$ cat config.mk
export PLATFORM = sky130hd
export DESIGN_NAME = c_style_lexer_unit
export DESIGN_NICKNAME = d
export VERILOG_FILES = /design/src/hdl/csl_pkg.sv /design/src/hdl/c_style_lexer_unit.sv /design/src/hdl/csl_front.sv /design/src/hdl/csl_queue.sv /design/src/hdl/csl_back.sv
export SDC_FILE = /design/constraint.sdc
export NUM_CORES = 1
export LEC_CHECK = 0
export CAP_MARGIN = 20
export CORE_ASPECT_RATIO = 0.6
export CORE_UTILIZATION = 45
export CTS_CLUSTER_DIAMETER = 80
export DETAILED_ROUTE_END_ITERATION = 10
export DONT_BUFFER_PORTS = 1
export SLEW_MARGIN = 15
export SYNTH_ARGS = -nofsm -noshare
export SYNTH_HDL_FRONTEND = slang
export SYNTH_SLANG_ARGS = --single-unit
export TNS_END_PERCENT = 1
$ cat constraint.sdc
create_clock -name clk_i -period 10.6 [get_ports clk_i]
set_input_delay 2.12 -clock clk_i [delete_from_list [all_inputs] [get_ports clk_i]]
set_output_delay 2.12 -clock clk_i [all_outputs]
set_load 0.005 [all_outputs]
$ cat src/hdl/csl_pkg.sv
`timescale 1ns / 1ps
// Shared types and constants for the C-style lexer unit.
// No dependencies; imported by every other module of the block.
package csl_pkg;

  localparam int unsigned POS_BITS_DEF    = 16;
  localparam int unsigned QUEUE_DEPTH_DEF = 4;

  localparam int unsigned TYPE_W = 5;
  localparam int unsigned LEN_W  = 16;
  localparam int unsigned OUT_W  = 16;

  // Punctuation token codes
  localparam logic [TYPE_W-1:0] PT_COLON  = 5'd0;
  localparam logic [TYPE_W-1:0] PT_SEMI   = 5'd1;
  localparam logic [TYPE_W-1:0] PT_COMMA  = 5'd2;
  localparam logic [TYPE_W-1:0] PT_STAR   = 5'd3;
  localparam logic [TYPE_W-1:0] PT_HASH   = 5'd4;
  localparam logic [TYPE_W-1:0] PT_DOT    = 5'd5;
  localparam logic [TYPE_W-1:0] PT_LPAREN = 5'd6;
  localparam logic [TYPE_W-1:0] PT_RPAREN = 5'd7;
  localparam logic [TYPE_W-1:0] PT_LBRACE = 5'd8;
  localparam logic [TYPE_W-1:0] PT_RBRACE = 5'd9;
  localparam logic [TYPE_W-1:0] PT_LBRACK = 5'd10;
  localparam logic [TYPE_W-1:0] PT_RBRACK = 5'd11;

  // Token type codes
  localparam logic [TYPE_W-1:0] TT_END     = 5'd12;
  localparam logic [TYPE_W-1:0] TT_CHAR    = 5'd13;
  localparam logic [TYPE_W-1:0] TT_STRING  = 5'd14;
  localparam logic [TYPE_W-1:0] TT_IDENT   = 5'd15;
  localparam logic [TYPE_W-1:0] TT_UNKNOWN = 5'd16;

  typedef struct packed {
    logic [TYPE_W-1:0] ttype;
    logic [OUT_W-1:0]  start;
    logic [LEN_W-1:0]  length;
  } token_t;

  // Tokens caused by one input byte: one or two
  typedef struct packed {
    logic   two;
    token_t tok0;
    token_t tok1;
  } entry_t;

endpackage

$ cat src/hdl/c_style_lexer_unit.sv
`timescale 1ns / 1ps
// Top level of the C-style lexer unit: front end, entry queue, output stage.
// Depends on csl_pkg, csl_front, csl_queue and csl_back.

// One text byte is taken per clock as long as the entry queue has room; a
// byte yields zero, one or two tokens, and the output stage presents one
// token per clock from its output register while the token side is ready.
// A token passes the entry queue and then the output register, and the
// second token of a pair leaves that register after the first. The output
// stage sets the sustained rate: a run of bytes giving two tokens each drains
// at one token per clock, and the input then waits once the QUEUE_DEPTH-entry
// queue is full. Byte offsets count modulo 2**POS_BITS and are reported in
// 16 bits; a NUL byte emits an end token and restarts the offset at zero.
module c_style_lexer_unit import csl_pkg::*; #(
  parameter int unsigned POS_BITS    = POS_BITS_DEF,
  parameter int unsigned QUEUE_DEPTH = QUEUE_DEPTH_DEF
) (
  input  logic              clk_i,
  input  logic              rst_ni,
  input  logic [7:0]        char_in_i,
  input  logic              char_in_valid_i,
  output logic              char_in_ready_o,
  output logic [TYPE_W-1:0] token_type_o,
  output logic [OUT_W-1:0]  token_start_o,
  output logic [LEN_W-1:0]  token_length_o,
  output logic              last_o,
  output logic              token_valid_o,
  input  logic              token_ready_i
);

  logic   push, pop, full, empty;
  entry_t push_entry, head;
  token_t tok;

  csl_front #(
    .POS_BITS(POS_BITS)
  ) u_front (
    .clk_i           (clk_i),
    .rst_ni          (rst_ni),
    .char_in_i       (char_in_i),
    .char_in_valid_i (char_in_valid_i),
    .char_in_ready_o (char_in_ready_o),
    .queue_full_i    (full),
    .push_o          (push),
    .push_entry_o    (push_entry)
  );

  csl_queue #(
    .QUEUE_DEPTH(QUEUE_DEPTH)
  ) u_queue (
    .clk_i        (clk_i),
    .rst_ni       (rst_ni),
    .push_i       (push),
    .push_entry_i (push_entry),
    .pop_i        (pop),
    .full_o       (full),
    .empty_o      (empty),
    .head_o       (head)
  );

  csl_back u_back (
    .clk_i   (clk_i),
    .rst_ni  (rst_ni),
    .empty_i (empty),
    .head_i  (head),
    .pop_o   (pop),
    .tok_o   (tok),
    .last_o  (last_o),
    .valid_o (token_valid_o),
    .ready_i (token_ready_i)
  );

  assign token_type_o   = tok.ttype;
  assign token_start_o  = tok.start;
  assign token_length_o = tok.length;

endmodule

$ cat src/hdl/csl_front.sv
`timescale 1ns / 1ps
// Lexer front end, depends on csl_pkg: accepts one byte per cycle while the
// queue has room, runs the mode machine and packs its tokens in one entry.
module csl_front import csl_pkg::*; #(
  parameter int unsigned POS_BITS = POS_BITS_DEF
) (
  input  logic         clk_i,
  input  logic         rst_ni,
  input  logic [7:0]   char_in_i,
  input  logic         char_in_valid_i,
  output logic         char_in_ready_o,
  input  logic         queue_full_i,
  output logic         push_o,
  output entry_t       push_entry_o
);

  localparam logic [2:0] M_NORMAL     = 3'd0;
  localparam logic [2:0] M_SLASH      = 3'd1;
  localparam logic [2:0] M_LINE       = 3'd2;
  localparam logic [2:0] M_BLOCK      = 3'd3;
  localparam logic [2:0] M_BLOCK_STAR = 3'd4;
  localparam logic [2:0] M_IDENT      = 3'd5;
  localparam logic [2:0] M_STRING     = 3'd6;
  localparam logic [2:0] M_CHAR       = 3'd7;

  localparam logic [7:0] CH_NUL    = 8'h00;
  localparam logic [7:0] CH_TAB    = 8'h09;
  localparam logic [7:0] CH_LF     = 8'h0a;
  localparam logic [7:0] CH_CR     = 8'h0d;
  localparam logic [7:0] CH_SPACE  = 8'h20;
  localparam logic [7:0] CH_DQUOTE = 8'h22;
  localparam logic [7:0] CH_SQUOTE = 8'h27;
  localparam logic [7:0] CH_STAR   = 8'h2a;
  localparam logic [7:0] CH_SLASH  = 8'h2f;
  localparam logic [7:0] CH_BSLASH = 8'h5c;
  localparam logic [7:0] CH_UNDER  = 8'h5f;

  localparam logic [LEN_W-1:0] LEN_ONE = LEN_W'(1);
  localparam logic [LEN_W-1:0] LEN_MAX = '1;

  logic [2:0]          mode_q, mode_d;
  logic                esc_q, esc_d;
  logic [POS_BITS-1:0] pos_q, pos_d;
  logic [POS_BITS-1:0] ps_q, ps_d;
  logic [LEN_W-1:0]    pl_q, pl_d;

  logic                accept;
  logic [7:0]          c;
  logic                is_ws, is_alpha, is_digit, is_word, is_punct;
  logic [TYPE_W-1:0]   punct_type;
  logic [POS_BITS-1:0] pos_inc;
  logic [LEN_W-1:0]    pl_inc;
  logic [OUT_W-1:0]    pos_out, ps_out;

  // normal-mode handling of the current byte
  logic [2:0]          nb_mode;
  logic                nb_esc;
  logic [POS_BITS-1:0] nb_ps;
  logic [LEN_W-1:0]    nb_pl;
  logic                nb_v;
  token_t              nb_tok;

  logic                pre_v, sec_v;
  token_t              pre_tok, sec_tok;

  assign accept          = char_in_valid_i & ~queue_full_i;
  assign char_in_ready_o = ~queue_full_i;
  assign c               = char_in_i;
  assign pos_inc         = pos_q + POS_BITS'(1);
  assign pl_inc          = (pl_q == LEN_MAX) ? pl_q : pl_q + LEN_ONE;
  assign pos_out         = OUT_W'(32'(pos_q));
  assign ps_out          = OUT_W'(32'(ps_q));

  always_comb begin
    is_ws    = (c == CH_SPACE) || (c == CH_TAB) || (c == CH_CR) || (c == CH_LF);
    is_alpha = c inside {[8'h61:8'h7a], [8'h41:8'h5a]};
    is_digit = c inside {[8'h30:8'h39]};
    is_word  = is_alpha | is_digit | (c == CH_UNDER);
    is_punct = 1'b1;
    case (c)
      8'h3a:   punct_type = PT_COLON;   // :
      8'h3b:   punct_type = PT_SEMI;    // ;
      8'h2c:   punct_type = PT_COMMA;   // ,
      8'h2a:   punct_type = PT_STAR;    // *
      8'h23:   punct_type = PT_HASH;    // #
      8'h2e:   punct_type = PT_DOT;     // .
      8'h28:   punct_type = PT_LPAREN;  // (
      8'h29:   punct_type = PT_RPAREN;  // )
      8'h7b:   punct_type = PT_LBRACE;  // {
      8'h7d:   punct_type = PT_RBRACE;  // }
      8'h5b:   punct_type = PT_LBRACK;  // [
      8'h5d:   punct_type = PT_RBRACK;  // ]
      default: begin
        punct_type = TT_UNKNOWN;
        is_punct   = 1'b0;
      end
    endcase
  end

  always_comb begin
    nb_mode       = M_NORMAL;
    nb_esc        = esc_q;
    nb_ps         = ps_q;
    nb_pl         = pl_q;
    nb_v          = 1'b0;
    nb_tok.ttype  = TT_UNKNOWN;
    nb_tok.start  = pos_out;
    nb_tok.length = LEN_ONE;
    if (is_ws) begin
      nb_v = 1'b0;
    end else if (is_punct) begin
      nb_v         = 1'b1;
      nb_tok.ttype = punct_type;
    end else if (c == CH_SLASH) begin
      nb_mode = M_SLASH;
      nb_ps   = pos_q;
    end else if ((c == CH_SQUOTE) || (c == CH_DQUOTE)) begin
      nb_mode = (c == CH_DQUOTE) ? M_STRING : M_CHAR;
      nb_esc  = 1'b0;
      nb_ps   = pos_inc;  // literal span starts after the quote
      nb_pl   = '0;
    end else if (is_alpha || (c == CH_UNDER)) begin
      nb_mode = M_IDENT;
      nb_ps   = pos_q;
      nb_pl   = LEN_ONE;
    end else if (is_digit) begin
      nb_v         = 1'b1;
      nb_tok.ttype = TT_IDENT;
    end else begin
      nb_v = 1'b1;
    end
  end

  always_comb begin
    mode_d         = mode_q;
    esc_d          = esc_q;
    pos_d          = pos_inc;
    ps_d           = ps_q;
    pl_d           = pl_q;
    pre_v          = 1'b0;
    pre_tok.ttype  = TT_UNKNOWN;
    pre_tok.start  = ps_out;
    pre_tok.length = LEN_ONE;
    sec_v          = 1'b0;
    sec_tok        = nb_tok;

    if (c == CH_NUL) begin
      // end of stream: flush a pending slash or identifier, drop open literals
      if (mode_q == M_SLASH) begin
        pre_v = 1'b1;
      end else if (mode_q == M_IDENT) begin
        pre_v          = 1'b1;
        pre_tok.ttype  = TT_IDENT;
        pre_tok.length = pl_q;
      end
      sec_v          = 1'b1;
      sec_tok.ttype  = TT_END;
      sec_tok.start  = pos_out;
      sec_tok.length = LEN_ONE;
      mode_d         = M_NORMAL;
      esc_d          = 1'b0;
      pl_d           = '0;
      pos_d          = '0;
    end else begin
      case (mode_q)
        M_SLASH: begin
          if (c == CH_SLASH) begin
            mode_d = M_LINE;
          end else if (c == CH_STAR) begin
            mode_d = M_BLOCK;
          end else begin
            pre_v  = 1'b1;
            sec_v  = nb_v;
            mode_d = nb_mode;
            esc_d  = nb_esc;
            ps_d   = nb_ps;
            pl_d   = nb_pl;
          end
        end
        M_LINE: begin
          if ((c == CH_CR) || (c == CH_LF)) begin
            mode_d = M_NORMAL;
          end
        end
        M_BLOCK: begin
          if (c == CH_STAR) begin
            mode_d = M_BLOCK_STAR;
          end
        end
        M_BLOCK_STAR: begin
          if (c == CH_SLASH) begin
            mode_d = M_NORMAL;
          end else if (c != CH_STAR) begin
            mode_d = M_BLOCK;
          end
        end
        M_IDENT: begin
          if (is_word) begin
            pl_d = pl_inc;
          end else begin
            pre_v          = 1'b1;
            pre_tok.ttype  = TT_IDENT;
            pre_tok.length = pl_q;
            sec_v          = nb_v;
            mode_d         = nb_mode;
            esc_d          = nb_esc;
            ps_d           = nb_ps;
            pl_d           = nb_pl;
          end
        end
        M_STRING, M_CHAR: begin
          if (esc_q) begin
            esc_d = 1'b0;
            pl_d  = pl_inc;
          end else if (c == CH_BSLASH) begin
            esc_d = 1'b1;
            pl_d  = pl_inc;
          end else if (c == ((mode_q == M_STRING) ? CH_DQUOTE : CH_SQUOTE)) begin
            pre_v          = 1'b1;
            pre_tok.ttype  = (mode_q == M_STRING) ? TT_STRING : TT_CHAR;
            pre_tok.length = pl_q;
            mode_d         = M_NORMAL;
          end else begin
            pl_d = pl_inc;
          end
        end
        default: begin
          sec_v  = nb_v;
          mode_d = nb_mode;
          esc_d  = nb_esc;
          ps_d   = nb_ps;
          pl_d   = nb_pl;
        end
      endcase
    end
  end

  assign push_o            = accept & (pre_v | sec_v);
  assign push_entry_o.two  = pre_v & sec_v;
  assign push_entry_o.tok0 = pre_v ? pre_tok : sec_tok;
  assign push_entry_o.tok1 = sec_tok;

  always_ff @(posedge clk_i or negedge rst_ni) begin
    if (!rst_ni) begin
      mode_q <= M_NORMAL;
      esc_q  <= 1'b0;
      pos_q  <= '0;
      ps_q   <= '0;
      pl_q   <= '0;
    end else if (accept) begin
      mode_q <= mode_d;
      esc_q  <= esc_d;
      pos_q  <= pos_d;
      ps_q   <= ps_d;
      pl_q   <= pl_d;
    end
  end

endmodule

$ cat src/hdl/csl_queue.sv
`timescale 1ns / 1ps
// Small FIFO of token entries between lexer front end and output stage.
// Depends on csl_pkg.
module csl_queue import csl_pkg::*; #(
  parameter int unsigned QUEUE_DEPTH = QUEUE_DEPTH_DEF
) (
  input  logic   clk_i,
  input  logic   rst_ni,
  input  logic   push_i,
  input  entry_t push_entry_i,
  input  logic   pop_i,
  output logic   full_o,
  output logic   empty_o,
  output entry_t head_o
);

  localparam int unsigned IDX_W = (QUEUE_DEPTH > 1) ? $clog2(QUEUE_DEPTH) : 1;
  localparam int unsigned CNT_W = $clog2(QUEUE_DEPTH + 1);
  localparam logic [IDX_W-1:0] IDX_LAST = IDX_W'(QUEUE_DEPTH - 1);

  entry_t             mem_q [QUEUE_DEPTH];
  logic [IDX_W-1:0]   wr_q, wr_d, rd_q, rd_d;
  logic [CNT_W-1:0]   cnt_q, cnt_d;

  assign full_o  = (cnt_q == CNT_W'(QUEUE_DEPTH));
  assign empty_o = (cnt_q == '0);
  assign head_o  = mem_q[rd_q];

  always_comb begin
    wr_d  = wr_q;
    rd_d  = rd_q;
    cnt_d = cnt_q;
    if (push_i) begin
      wr_d = (wr_q == IDX_LAST) ? '0 : wr_q + IDX_W'(1);
    end
    if (pop_i) begin
      rd_d = (rd_q == IDX_LAST) ? '0 : rd_q + IDX_W'(1);
    end
    if (push_i && !pop_i) begin
      cnt_d = cnt_q + CNT_W'(1);
    end else if (!push_i && pop_i) begin
      cnt_d = cnt_q - CNT_W'(1);
    end
  end

  always_ff @(posedge clk_i) begin
    if (push_i) begin
      mem_q[wr_q] <= push_entry_i;
    end
  end

  always_ff @(posedge clk_i or negedge rst_ni) begin
    if (!rst_ni) begin
      wr_q  <= '0;
      rd_q  <= '0;
      cnt_q <= '0;
    end else begin
      wr_q  <= wr_d;
      rd_q  <= rd_d;
      cnt_q <= cnt_d;
    end
  end

endmodule

$ cat src/hdl/csl_back.sv
`timescale 1ns / 1ps
// Output stage: splits queue entries into single tokens and holds each one
// in an output register until taken. Depends on csl_pkg.
module csl_back import csl_pkg::*; (
  input  logic   clk_i,
  input  logic   rst_ni,
  input  logic   empty_i,
  input  entry_t head_i,
  output logic   pop_o,
  output token_t tok_o,
  output logic   last_o,
  output logic   valid_o,
  input  logic   ready_i
);

  logic   sel_q, sel_d;
  logic   out_v_q, out_v_d;
  token_t tok_q, tok_d;
  logic   last_q, last_d;
  logic   load;

  assign load = ~empty_i & (~out_v_q | ready_i);

  always_comb begin
    sel_d   = sel_q;
    tok_d   = tok_q;
    last_d  = last_q;
    out_v_d = out_v_q & ~ready_i;
    pop_o   = 1'b0;
    if (load) begin
      out_v_d = 1'b1;
      tok_d   = sel_q ? head_i.tok1 : head_i.tok0;
      last_d  = ~head_i.two | sel_q;
      // second token of a pair still to come: keep the entry
      if (head_i.two && !sel_q) begin
        sel_d = 1'b1;
      end else begin
        sel_d = 1'b0;
        pop_o = 1'b1;
      end
    end
  end

  always_ff @(posedge clk_i) begin
    tok_q  <= tok_d;
    last_q <= last_d;
  end

  always_ff @(posedge clk_i or negedge rst_ni) begin
    if (!rst_ni) begin
      sel_q   <= 1'b0;
      out_v_q <= 1'b0;
    end else begin
      sel_q   <= sel_d;
      out_v_q <= out_v_d;
    end
  end

  assign tok_o   = tok_q;
  assign last_o  = last_q;
  assign valid_o = out_v_q;

endmodule

Yosys cells after proc, flatten, opt, wreduce, memory -nomap -nowiden --
Memory sizes are Yosys's and may differ from the RTL's. Cells that the tools add are included.
Word-level totals: bits in registers 99, memory bits (writable) 300, bits of input ports 12, output and inout port bits 40, memories 1
Operators by class: add/sub/neg operators 6, order comparisons 6, equality and inequality tests 48, multiplexer cells 112, bitwise logic cells 17, reductions and logical operators 27
Memory list:
- u_queue.mem_q | depth 4, width 75, read ports 1, clocked after Yosys merged registers in 0, write ports 1, RTL line csl_queue.sv:21 | entry_t mem_q [QUEUE_DEPTH];
Operators by type and width (count):
- $mux 16 | 29
- $mux 37 | 3
- $eq 8x6->1 const B | 12
- $mux 5 | 13
- $pmux 16 s4 | 1
- $pmux 5 s12 | 1
- $mux 3 | 19
- $eq 8x7->1 const B | 6
- $pmux 16 s3 | 1
- $mux 1 | 36
- $add 16x1->16 const B | 2
- $pmux 16 s2 | 1
- $eq 8x4->1 const B | 3
- $pmux 3 s6 | 1
- $eq 16x16->1 const B | 1
- $ge 8x7->1 const B | 2
- $le 8x7->1 const B | 2
- $eq 3x3->1 const B | 5
- $reduce_or 12->1 | 1
- $pmux 5 s2 | 1
- $reduce_and 5->1 | 2
- $ne 3x1->1 const B | 3
- $ne 3x2->1 const B | 3
- $eq 8x8->1 | 1
- 31 further kinds | 67

Longest topological paths before layout --
Gate-level depths: netlist of the first run.
depth after elaboration 19, gate-level depth with buffers 13, gate-level depth less buffers 11

By module --
A second synthesis of the first run with hierarchy kept.
Second synthesis, totals: cells, all modules 1062, area total of the unflattened synthesis 17394.2 µm²
Modules (own cells, without submodules):
- csl_queue | instances 1, cells each 429, area each 11262.1 µm², sequential area each 9183.8 µm²
- csl_front | instances 1, cells each 544, area each 4369.2 µm², sequential area each 1301.2 µm²
- csl_back | instances 1, cells each 89, area each 1762.9 µm², sequential area each 1191.1 µm²

Worst setup path after synthesis of the first run --
OpenSTA, ideal clock, no wires.
path kind input to register, start input char_in_i[0], end memory u_queue.mem_q[0][16] (netlist bit), enable pin, setup time 0.423 ns, arrival 5.204 ns, slack 4.973 ns, stages 7, path buffers 1, cell sequence buf_2 or4_4 o211a_4 a21boi_1 o2111ai_1 a41oi_2 and2_1
On the way: longest elaborated chain between the ends 17, elaborated cells on any way between the ends 64, classes of those cells order compare: 6; eq/ne: 22; mux: 21; bitwise: 4; reduce/logical: 11
RTL lines:
- start: declaration | RTL line c_style_lexer_unit.sv:20 | input logic [7:0] char_in_i,
- $ge 8x7->1 or $le 8x7->1 (tied branches) | RTL line csl_front.sv:76 | is_alpha = c inside {[8'h61:8'h7a], [8'h41:8'h5a]};
- $logic_and 1x1->1 | RTL line csl_front.sv:76
- $reduce_bool 2->1 | RTL line csl_front.sv:76
- $logic_or 1x1->1 | RTL line csl_front.sv:122 | end else if (is_alpha || (c == CH_UNDER)) begin
- $mux 1 | RTL line csl_front.sv:122
- $mux 1 | RTL line csl_front.sv:117 | end else if ((c == CH_SQUOTE) || (c == CH_DQUOTE)) begin
- $mux 1 | RTL line csl_front.sv:114 | end else if (c == CH_SLASH) begin
- $mux 1 | RTL line csl_front.sv:111 | end else if (is_punct) begin
- [... 2 more ...]
- $mux 1 | RTL line csl_front.sv:167 | if (c == CH_SLASH) begin
- $pmux 1 s3 | RTL line csl_front.sv:165 | case (mode_q)
- $mux 1 | RTL line csl_front.sv:147 | if (c == CH_NUL) begin
- $or 1x1->1 (*) | RTL line csl_front.sv:238 | assign push_o = accept & (pre_v | sec_v);
- $and 1x1->1 (*) | RTL line csl_front.sv:238
- net push | RTL line c_style_lexer_unit.sv:31 | logic push, pop, full, empty;
- $mux 1 (*) | RTL line csl_queue.sv:47 | if (push_i) begin
- $mux 1 (implied by the code) (*) | RTL line csl_queue.sv:48 | mem_q[wr_q] <= push_entry_i;
- end: declaration | RTL line csl_queue.sv:21
Mark *: on every way through the listed nets, which the timed path passes. The rest lies on a longest branch.

Worst setup path in the final report of the first run --
start input char_in_i[7], end memory u_queue.mem_q[3][56] (netlist bit), enable pin
Same word-level chain as after synthesis.

==> results of run 1 <==
[state kept, by name, summed over array words and instances, names as in the netlist, 2 cells and up]
| register | cells |
|---|---|
| u_queue.mem_q | 236 |
| u_back.tok_o | 37 |
| u_front.pl_q | 16 |
| u_front.ps_out | 16 |
| u_front.pos_out | 16 |
| u_queue.cnt_q | 3 |
| u_queue.wr_q | 2 |
| u_front.mode_q | 3 |
| u_queue.rd_q | 2 |
[per-layer routing]
metal	global-route usage	vias up
met5	0	-
met4	0.04294	0
met3	0.04630	44
met2	0.2525	281
met1	0.3228	4100
li1	-	3653
[critical path, stage by stage]
cell     delay [ns]
or4b_4         0.61
or2_1          0.29
nor4_1         0.28
nor2_1         0.08
buf_4          0.22
a41oi_2        0.35
and2_2         0.20
buf_4          0.73
[area by class of cell]
type	count	area share
Tap cell	416	0.03238
Multi-Input combinational cell	531	0.2835
Sequential cell	335	0.6072
Clock buffer	43	0.05503
Timing Repair Buffer	12	0.005604
Inverter	22	0.005137
Clock inverter	14	0.01121
[report_power, final]
part	internal [uW]	switching [uW]	leakage, uW
logic	476	532	0.00160
registers	1820	217	0.00327
clock network	650	508	0.000505
[metrics by stage]
stage / hold slack [ns] / total power, uW / cell area [sq um]
after global placement: 0.4780 / 3088 / 15010
after CTS: 0.4886 / 4259 / 16080
after global routing: 0.5219 / 4424 / 16080
after detailed placement: 0.4821 / 3090 / 15010
after floorplan: 0.4522 / 2774 / 14630
final: 0.4878 / 4205 / 16080
[logic make-up after synthesis]
logic type,synth area share
flops,0.6669
simple gates,0.08537
compound gates,0.06194
mux,0.1423
buf+inv,0.02267
xor+xnor,0.01257
fa+ha+maj,0.008212
[worst paths after layout]
kind                                   startpoint                   end  slack [ns]  cells past startpoint
worst min register to register   u_queue.cnt_q[2]      u_queue.cnt_q[2]        0.49                      1
worst max register to register  u_front.mode_q[0]  u_queue.mem_q[3][56]        7.00                      8
max in group asynchronous                  rst_ni       u_queue.rd_q[0]        9.22                      0
worst min-delay path             u_queue.cnt_q[2]      u_queue.cnt_q[2]        0.49                      1
worst max-delay path                 char_in_i[7]  u_queue.mem_q[3][56]        5.82                      8
min in group asynchronous                  rst_ni         u_front.esc_q        1.28                      0
[cell usage in the layout (no fill, tap or decap), types with 10 or more instances in the layout]
cell,instances
mux2_4,10
xnor2_1,11
inv_1,22
nor3_1,15
dfrtp_1,58
buf_4,12
xor2_1,10
o21ai_0,35
nand2_1,70
clkbuf_16,34
and3_1,10
mux2_2,42
nor2b_1,30
nand3_1,23
mux4_2,59
edfxtp_1,274
a21oi_1,24
nor2_1,34
a31oi_1,12
==> impl_metrics.toml, run 1 <==
[status]
status = "completed"

[floorplanning]
pin_count = 52
die_w_um = 234.8
dieArea_sq_um = 33250
die_h_um = 141.7
rows = 50
initial_core_util = 0.4630
core_area_sq_um = 31590

[worst_setup_path]
worstPathArrival_ns = 4.93
crit_fanout = 59
end_kind = "flop"
critPathKind = "input port to flop"
critPathRequiredTime_ns = 10.76
start_kind = "input port"

[timing]
fmax_mhz = 209.3
maxSlewViolCount = 0
fin_crit_ns = 4.777
max-slew-margin-rel = 0.1740
skew_ns = 0.01695
setup_viol = 0
hold_viol_final = 0
fin_ws_ns = 5.823
rsz0062_at_grt = "false"
fin_tns_setup_ns = 0
worst_slew_pin_slew_ns = 1.223
period_share = 0.4507

[logic_synthesis]
ys.warnings.count = 0
synthFlopType = "edfxtp_1"
synth_top_area_frac = 0.5625
synthesis.nets = 963
ys_async_sr_fraction = 0.1821
syn_area_sq_um = 14630
netlist_top_cells_count = "edfxtp_1 (274), nand2_1 (70), dfrtp_1 (61)"
synth.distinct_cells = 71
synth-edff-count = 274
seq_area_frac_synth = 0.6669
yosysMostFrequentCell = "edfxtp_1"
avgSynthCellArea_sq_um = 15.53
yosys-top-cells-area = "edfxtp_1 (56%), dfrtp_1 (10%), mux4_2 (9.1%)"
synth_top_area_cell = "edfxtp_1"
postSynthCellCount = 942
synth_seq_cells = 335

[job]
cap_violations = 0

[global_route]
grt_usage = 0.1947
grt_max_degree = 62
grt_overflow_total = 0
grt_pass1_wl_um = 49010
grt_pass1_vias = 7940
antenna_found_initial = 0

[clock_tree]
clk_latency_ns = 0.54
cts_max_level = 2
cts_resized = 0
cts_tree = "built"
cts_buffers = 34
clkSlewWorstSetupHoldPaths_ns = 0.06
cts_buffer_depth = 3
clkSinkCount = 335
cts_setup_buffers = 0
cts_root_buf = "clkbuf_16"
holdBufCountCts = 0

[drt]
top_layer = "met4"
drtIter0Drc = 716
ant_nets = 0
wire_per_inst_um = 22.89
via_count = 8078
first_pass_iters = 5
wl_met2_um = 12020
drc = 0
routed_via_density = 5.883
wl_um = 31430
met3_length_um = 2371
routedLengthMet1_um = 16560

[layout]
final_core_utilization = 0.5088
num-nets-final = 957
instances_no_fill = 1373
n_antenna_cell = 0
area_growth_pct = 9.906
n_fill_cell = 2600
register_area_sq_um = 9761
drive_gt1_frac = 0.1964
multi_input_area_sq_um = 4557

[hold_path]
worstHoldPathType = "flop to flop"

[power]
power.leakage_uw = 0.005379
peakVddDrop_mv = 0.1184
p_per_area_nw_per_um2 = 261.6

[place]
dp_hpwl_um = 18920
gp_congestion = 0.8694
port_buffers = 0
place_ws_ns = 5.268
dp_cells = 1316
Note: power is estimated with default switching activity, not from simulation.
==> run 2, diff against run 1 <==
Settings changed: ABC_AREA set to 1.
Clock period 10.6 ns to 4 ns, I/O delays scaled along.
==> impl_metrics.toml, run 2 <==
[logic_synthesis]
yosys.area_share.adder = 0.008084
ys_async_sr_fraction = 0.1821
postSynthCellCount = 1414
synth_mux_area_frac = 0.0007579
synth_top_family_by_area = "simple AND/OR/NAND/NOR gates"
synth_top_area_cell = "edfxtp_1"
yosys.area_share.simple = 0.1691
synth_seq_cells = 335
syn_area_sq_um = 14860
yosys-top-cells-area = "edfxtp_1 (55%), dfrtp_1 (10%), nor2_1 (7.0%)"
synth.distinct_cells = 47
synthFlopType = "edfxtp_1"
synth_xor_area_frac = 0.007663
avgSynthCellArea_sq_um = 10.51
synth_compound_area_frac = 0.1127
synth_top_area_frac = 0.5538
synth-edff-count = 274
seq_area_frac_synth = 0.6565
ys.warnings.count = 0
netlist_top_cells_count = "nor2_1 (279), edfxtp_1 (274), nand2_1 (184)"
synthesis.nets = 1435
yosysMostFrequentCell = "nor2_1"

[worst_setup_path]
critPathRequiredTime_ns = 4.47
crit_fanout = 10
critPathKind = "flop to flop"
end_kind = "flop"
start_kind = "flop"
worstPathArrival_ns = 3.47

[timing]
period_share = 0.7512
rsz0062_at_grt = "false"
maxSlewViolCount = 0
fin_crit_ns = 3.005
skew_ns = 0.01182
max-slew-margin-rel = 0.3965
setup_viol = 0
hold_viol_final = 0
worst_slew_pin_slew_ns = 0.8983
fmax_mhz = 332.8

[clock_tree]
cts_max_level = 1
cts_setup_buffers = 0
cts_root_buf = "clkbuf_16"
clkSinkCount = 335
clkSlewWorstSetupHoldPaths_ns = 0.07
cts_buffer_depth = 3
cts_resized = 0
cts_tree = "built"
holdBufCountCts = 1
cts_buffers = 31
clk_latency_ns = 0.58

[layout]
area_growth_pct = 10.19
largest_reg_flops = 236
n_fill_cell = 2835
drive_gt1_frac = 0.09021
n_antenna_cell = 0
regMostFlops = "u_queue.mem_q"
layout_commonest_cell = "nor2_1"
instances_no_fill = 1854
final_cell_mix = "nor2_1 (275), edfxtp_1 (274), nand2_1 (184)"
num-nets-final = 1426

[place]
dp_hpwl_um = 22410
port_buffers = 0
dp_cells = 1795
gp_congestion = 0.8945

[floorplanning]
core_area_sq_um = 32480
initial_core_util = 0.4575
die_w_um = 236.6
die_h_um = 142.8
pin_count = 52
dieArea_sq_um = 33770
rows = 51

[drt]
via_count = 10290
drtIter0Drc = 1045
routed_via_density = 5.549
wl_um = 36020
drc = 0
wire_per_inst_um = 19.43
ant_nets = 0
first_pass_iters = 5

[power]
peakVddDrop_mv = 0.3644
power.leakage_uw = 0.005953
finalPower_uw = 12130
p_per_area_nw_per_um2 = 741.0

[hold_path]
worstHoldPathType = "input port to async pin"

[global_route]
grt_max_degree = 85
grt_usage = 0.2168
grt_pass1_vias = 9312
antenna_found_initial = 0
grt_overflow_total = 0
grt_pass1_wl_um = 56120

[job]
cap_violations = 0

[status]
status = "completed"
run 2: final timing paths:
path                                      end  cells after the start                from  slack [ns]
setup / recovery             u_queue.cnt_q[2]                     14   u_front.mode_q[2]         1.0
hold / removal               u_front.pl_q[15]                      1              rst_ni         0.1
setup reg to reg             u_queue.cnt_q[2]                     14   u_front.mode_q[2]         1.0
hold reg to reg            u_front.ps_out[15]                      2  u_front.ps_out[15]        0.49
max in group asynchronous   u_front.ps_out[4]                      1              rst_ni        3.59
min in group clk_i             u_back.valid_o                      3       token_ready_i        0.42
run 2: final cells by class:
type | instances | area, sq um | share of cell area
well taps | 424 | 530.5 | 0.03240
multi-input cells | 917 | 4473 | 0.2732
repair buffers | 21 | 240.2 | 0.01467
inverters | 99 | 371.6 | 0.02270
flip-flops and latches | 335 | 9759 | 0.5961
clock inverters | 15 | 136.4 | 0.008330
clock buffers | 43 | 860.8 | 0.05258
run 2: cells by family after synthesis:
logic type	after synthesis
multiplexers	1
AO/OA/AOI/OAI	307
XOR/XNOR	13
AND/OR/NAND/NOR	587
adder cells (fa/ha/maj)	9
flip-flops	335
buffers and inverters	162
run 2: critical path, stage by stage (launching register included):
cell and delay [ns]:
dfrtp_1 0.55, nand3_2 0.24, o21ai_1 0.21, nand4_1 0.23
nand2_4 0.19, nor2_8 0.04, nand3_2 0.10, nand2_2 0.17
inv_1 0.11, ha_1 0.14, inv_1 0.07, fa_1 0.44
a21oi_1 0.15, o21ai_0 0.11, xnor2_1 0.13
run 2: where the power goes:
| part | switching (uW) | internal [uW] |
|---|---|---|
| Clock | 1280 | 1630 |
| Sequential | 485 | 5010 |
| Combinational | 2670 | 1050 |
run 2: per-stage QoR:
stage | setup WS (ns) | TNS [ns] | utilization | area (sq um) | hold slack (ns)
detailed placement | 0.6863 | 0 | 0.4725 | 15350 | 0.4744
floorplan | -0.8388 | -198.58 | - | 14860 | 0.4491
global route | 0.7341 | 0 | 0.5041 | 16370 | 0.1047
finish | 0.9954 | 0 | 0.5041 | 16370 | 0.09692
CTS | 1.038 | 0 | 0.5041 | 16370 | 0.08793
global placement | 0.7011 | 0 | 0.4725 | 15350 | 0.4673
run 2: metal layers:
metal	vias up	track usage	routed length, um
met5	-	0	0
met4	0	0.03008	409
met3	32	0.03634	2623
met1	4974	0.3671	19110
met2	390	0.2868	13870
li1	4892	-	-
==> run 3, diff against run 2 <==
Clock period 4 ns to 2.8 ns, I/O delays scaled along.
==> impl_metrics.toml, run 3 (synthesis results as in run 2) <==
[status]
status = "completed"

[place]
dp_hpwl_um = 22570
place_ws_ns = 0.02932
port_buffers = 0
dpl_cell_area_sq_um = 15690
gp_congestion = 0.9166
dp_cells = 1831

[clock_tree]
clkSinkCount = 335
clk_latency_ns = 0.59
cts_max_level = 1
cts_root_buf = "clkbuf_16"
clkSlewWorstSetupHoldPaths_ns = 0.07
cts_buffer_depth = 3
cts_tree = "built"
cts_buffers = 31

[global_route]
grt_pass1_vias = 9374
grt_pass1_wl_um = 55430
grt_usage = 0.2138
antenna_found_initial = 0
grt_overflow_total = 0
grt_max_degree = 119

[worst_setup_path]
reg2reg_depth = 14
worstReg2RegEnd = "u_queue.cnt_q[1]"
r2r-start = "u_front.mode_q[0]"
start_kind = "flop"
critical_path.slowest_cell = "dfrtp_1"
critPathRequiredTime_ns = 3.28
cp_num_cells = 14
worstPathArrival_ns = 3.00
critPathKind = "flop to flop"
crit_path_cell_trace = "inv_2 > nand3_4 > nand2_1 > nand2_1 > nand4_1 > nand2_4 > nor2_8 > nand3_2 > nand2_4 > inv_1 > ha_1 > inv_1 > fa_2 > mux2_2"
cp_num_buf_inv = 3
rrSetupSlack_ns = 0.28
crit_path_max_incr_delay_ns = 0.45
cpLargestDelayFamily = "simple AND/OR/NAND/NOR gates"
end_kind = "flop"
crit_fanout = 6

[timing]
whs_ns = 0.1649
setup_viol = 0
fin_tns_setup_ns = 0
hold_viol_final = 0
worst_slew_pin_slew_ns = 0.9733
max-slew-margin-rel = 0.3512
fin_crit_ns = 2.523
fmax_mhz = 396.4
fin_ws_ns = 0.2770
maxSlewViolCount = 0
period_share = 0.9011
skew_ns = 0.01371

[hold_path]
whs_path_depth = 3
min_from = "token_ready_i"
min_to = "u_back.valid_o"
worstHoldPathType = "input port to flop"

[floorplanning]
dieArea_sq_um = 33770
pin_count = 52
core_area_sq_um = 32480
die_w_um = 236.6
die_h_um = 142.8
rows = 51
initial_core_util = 0.4575

[power]
power.leakage_uw = 0.006226
p_per_area_nw_per_um2 = 1077
peakVddDrop_mv = 0.7734

[layout]
n_fill_cell = 2817
num-nets-final = 1464
final_area_sq_um = 16880
final_cell_mix = "nor2_1 (274), edfxtp_1 (274), nand2_1 (184)"
regMostFlops = "u_queue.mem_q"
largest_reg_flops = 236
drive_gt1_frac = 0.1226
n_antenna_cell = 0
instances_no_fill = 1892
area_growth_pct = 13.61

[drt]
via_count = 10370
drc = 0
routed_via_density = 5.481
wire_per_inst_um = 18.98
wl_um = 35920
ant_nets = 0
drtIter0Drc = 1174
first_pass_iters = 5

[job]
cap_violations = 0
-- run 3: changes by cell type in the layout (fill, tap and decap cells not counted), moves of 3 or more --
cell / change
clkinv_1: -4
clkinv_2: +4
buf_12: +6
buf_4: +31
clkbuf_8: -3
clkbuf_1: -4
bufinv_16: +5
-- run 3: worst max path at each step --
stage                      endpoint               from  slack (ns)
3_5_place_dp       u_queue.cnt_q[2]       char_in_i[7]        0.03
3_3_place_gp       u_queue.cnt_q[2]       char_in_i[7]        0.05
4_1_cts            u_queue.cnt_q[2]  u_front.mode_q[2]        0.07
6_report           u_queue.cnt_q[1]  u_front.mode_q[0]        0.28
2_1_floorplan  u_queue.mem_q[0][16]       char_in_i[0]       -0.18
5_1_grt            u_queue.cnt_q[2]  u_front.mode_q[1]     -0.0006
-- run 3: layout make-up --
type	instances	area [sq um]	share of cell area
Sequential cell	335	9762	0.5783
Timing Repair Buffer	59	603.1	0.03573
Inverter	99	371.6	0.02201
Clock buffer	36	804.5	0.04766
Tap cell	424	530.5	0.03143
Multi-Input combinational cell	917	4499	0.2665
Clock inverter	22	309.0	0.01831
-- run 3: tightest hold or removal path: cells and delay by family --
kind / cells / cell delay (ns)
buf+inv: 1 / 0.05
simple gates: 2 / 0.11
-- run 3: timing repair --
item / 4_1_cts / 5_1_grt
gates resized for setup: 0 / 7
hold buffers: 2 / 0
endpoints found under the setup margin: 0 / 2
setup buffers: 0 / 1
hold endpoints to repair: 61 / 0
-- run 3: layer usage --
metal | track usage | share of wire | routed length, um | vias to the layer above
li1 | - | - | - | 4965
met1 | 0.3639 | 0.53 | 19020 | 5001
met2 | 0.2717 | 0.37 | 13430 | 367
met3 | 0.04369 | 0.083 | 2983 | 37
met4 | 0.03691 | 0.014 | 489 | 0
met5 | 0 | 0 | 0 | -
-- run 3: report_power, final --
part           leakage [uW]  internal (uW)  total, uW  switching (uW)
registers           0.00336           7150       7860             702
logic               0.00232           1800       5700            3890
clock network      0.000544           2720       4630            1900
total               0.00623          11700      18200            6500
-- run 3: through the flow --
step                power [uW]    util
floorplan                11430       -
global placement         13450  0.4831
detailed placement       13550  0.4831
CTS                      18210  0.5186
global route             19230  0.5197
finish                   18180  0.5197
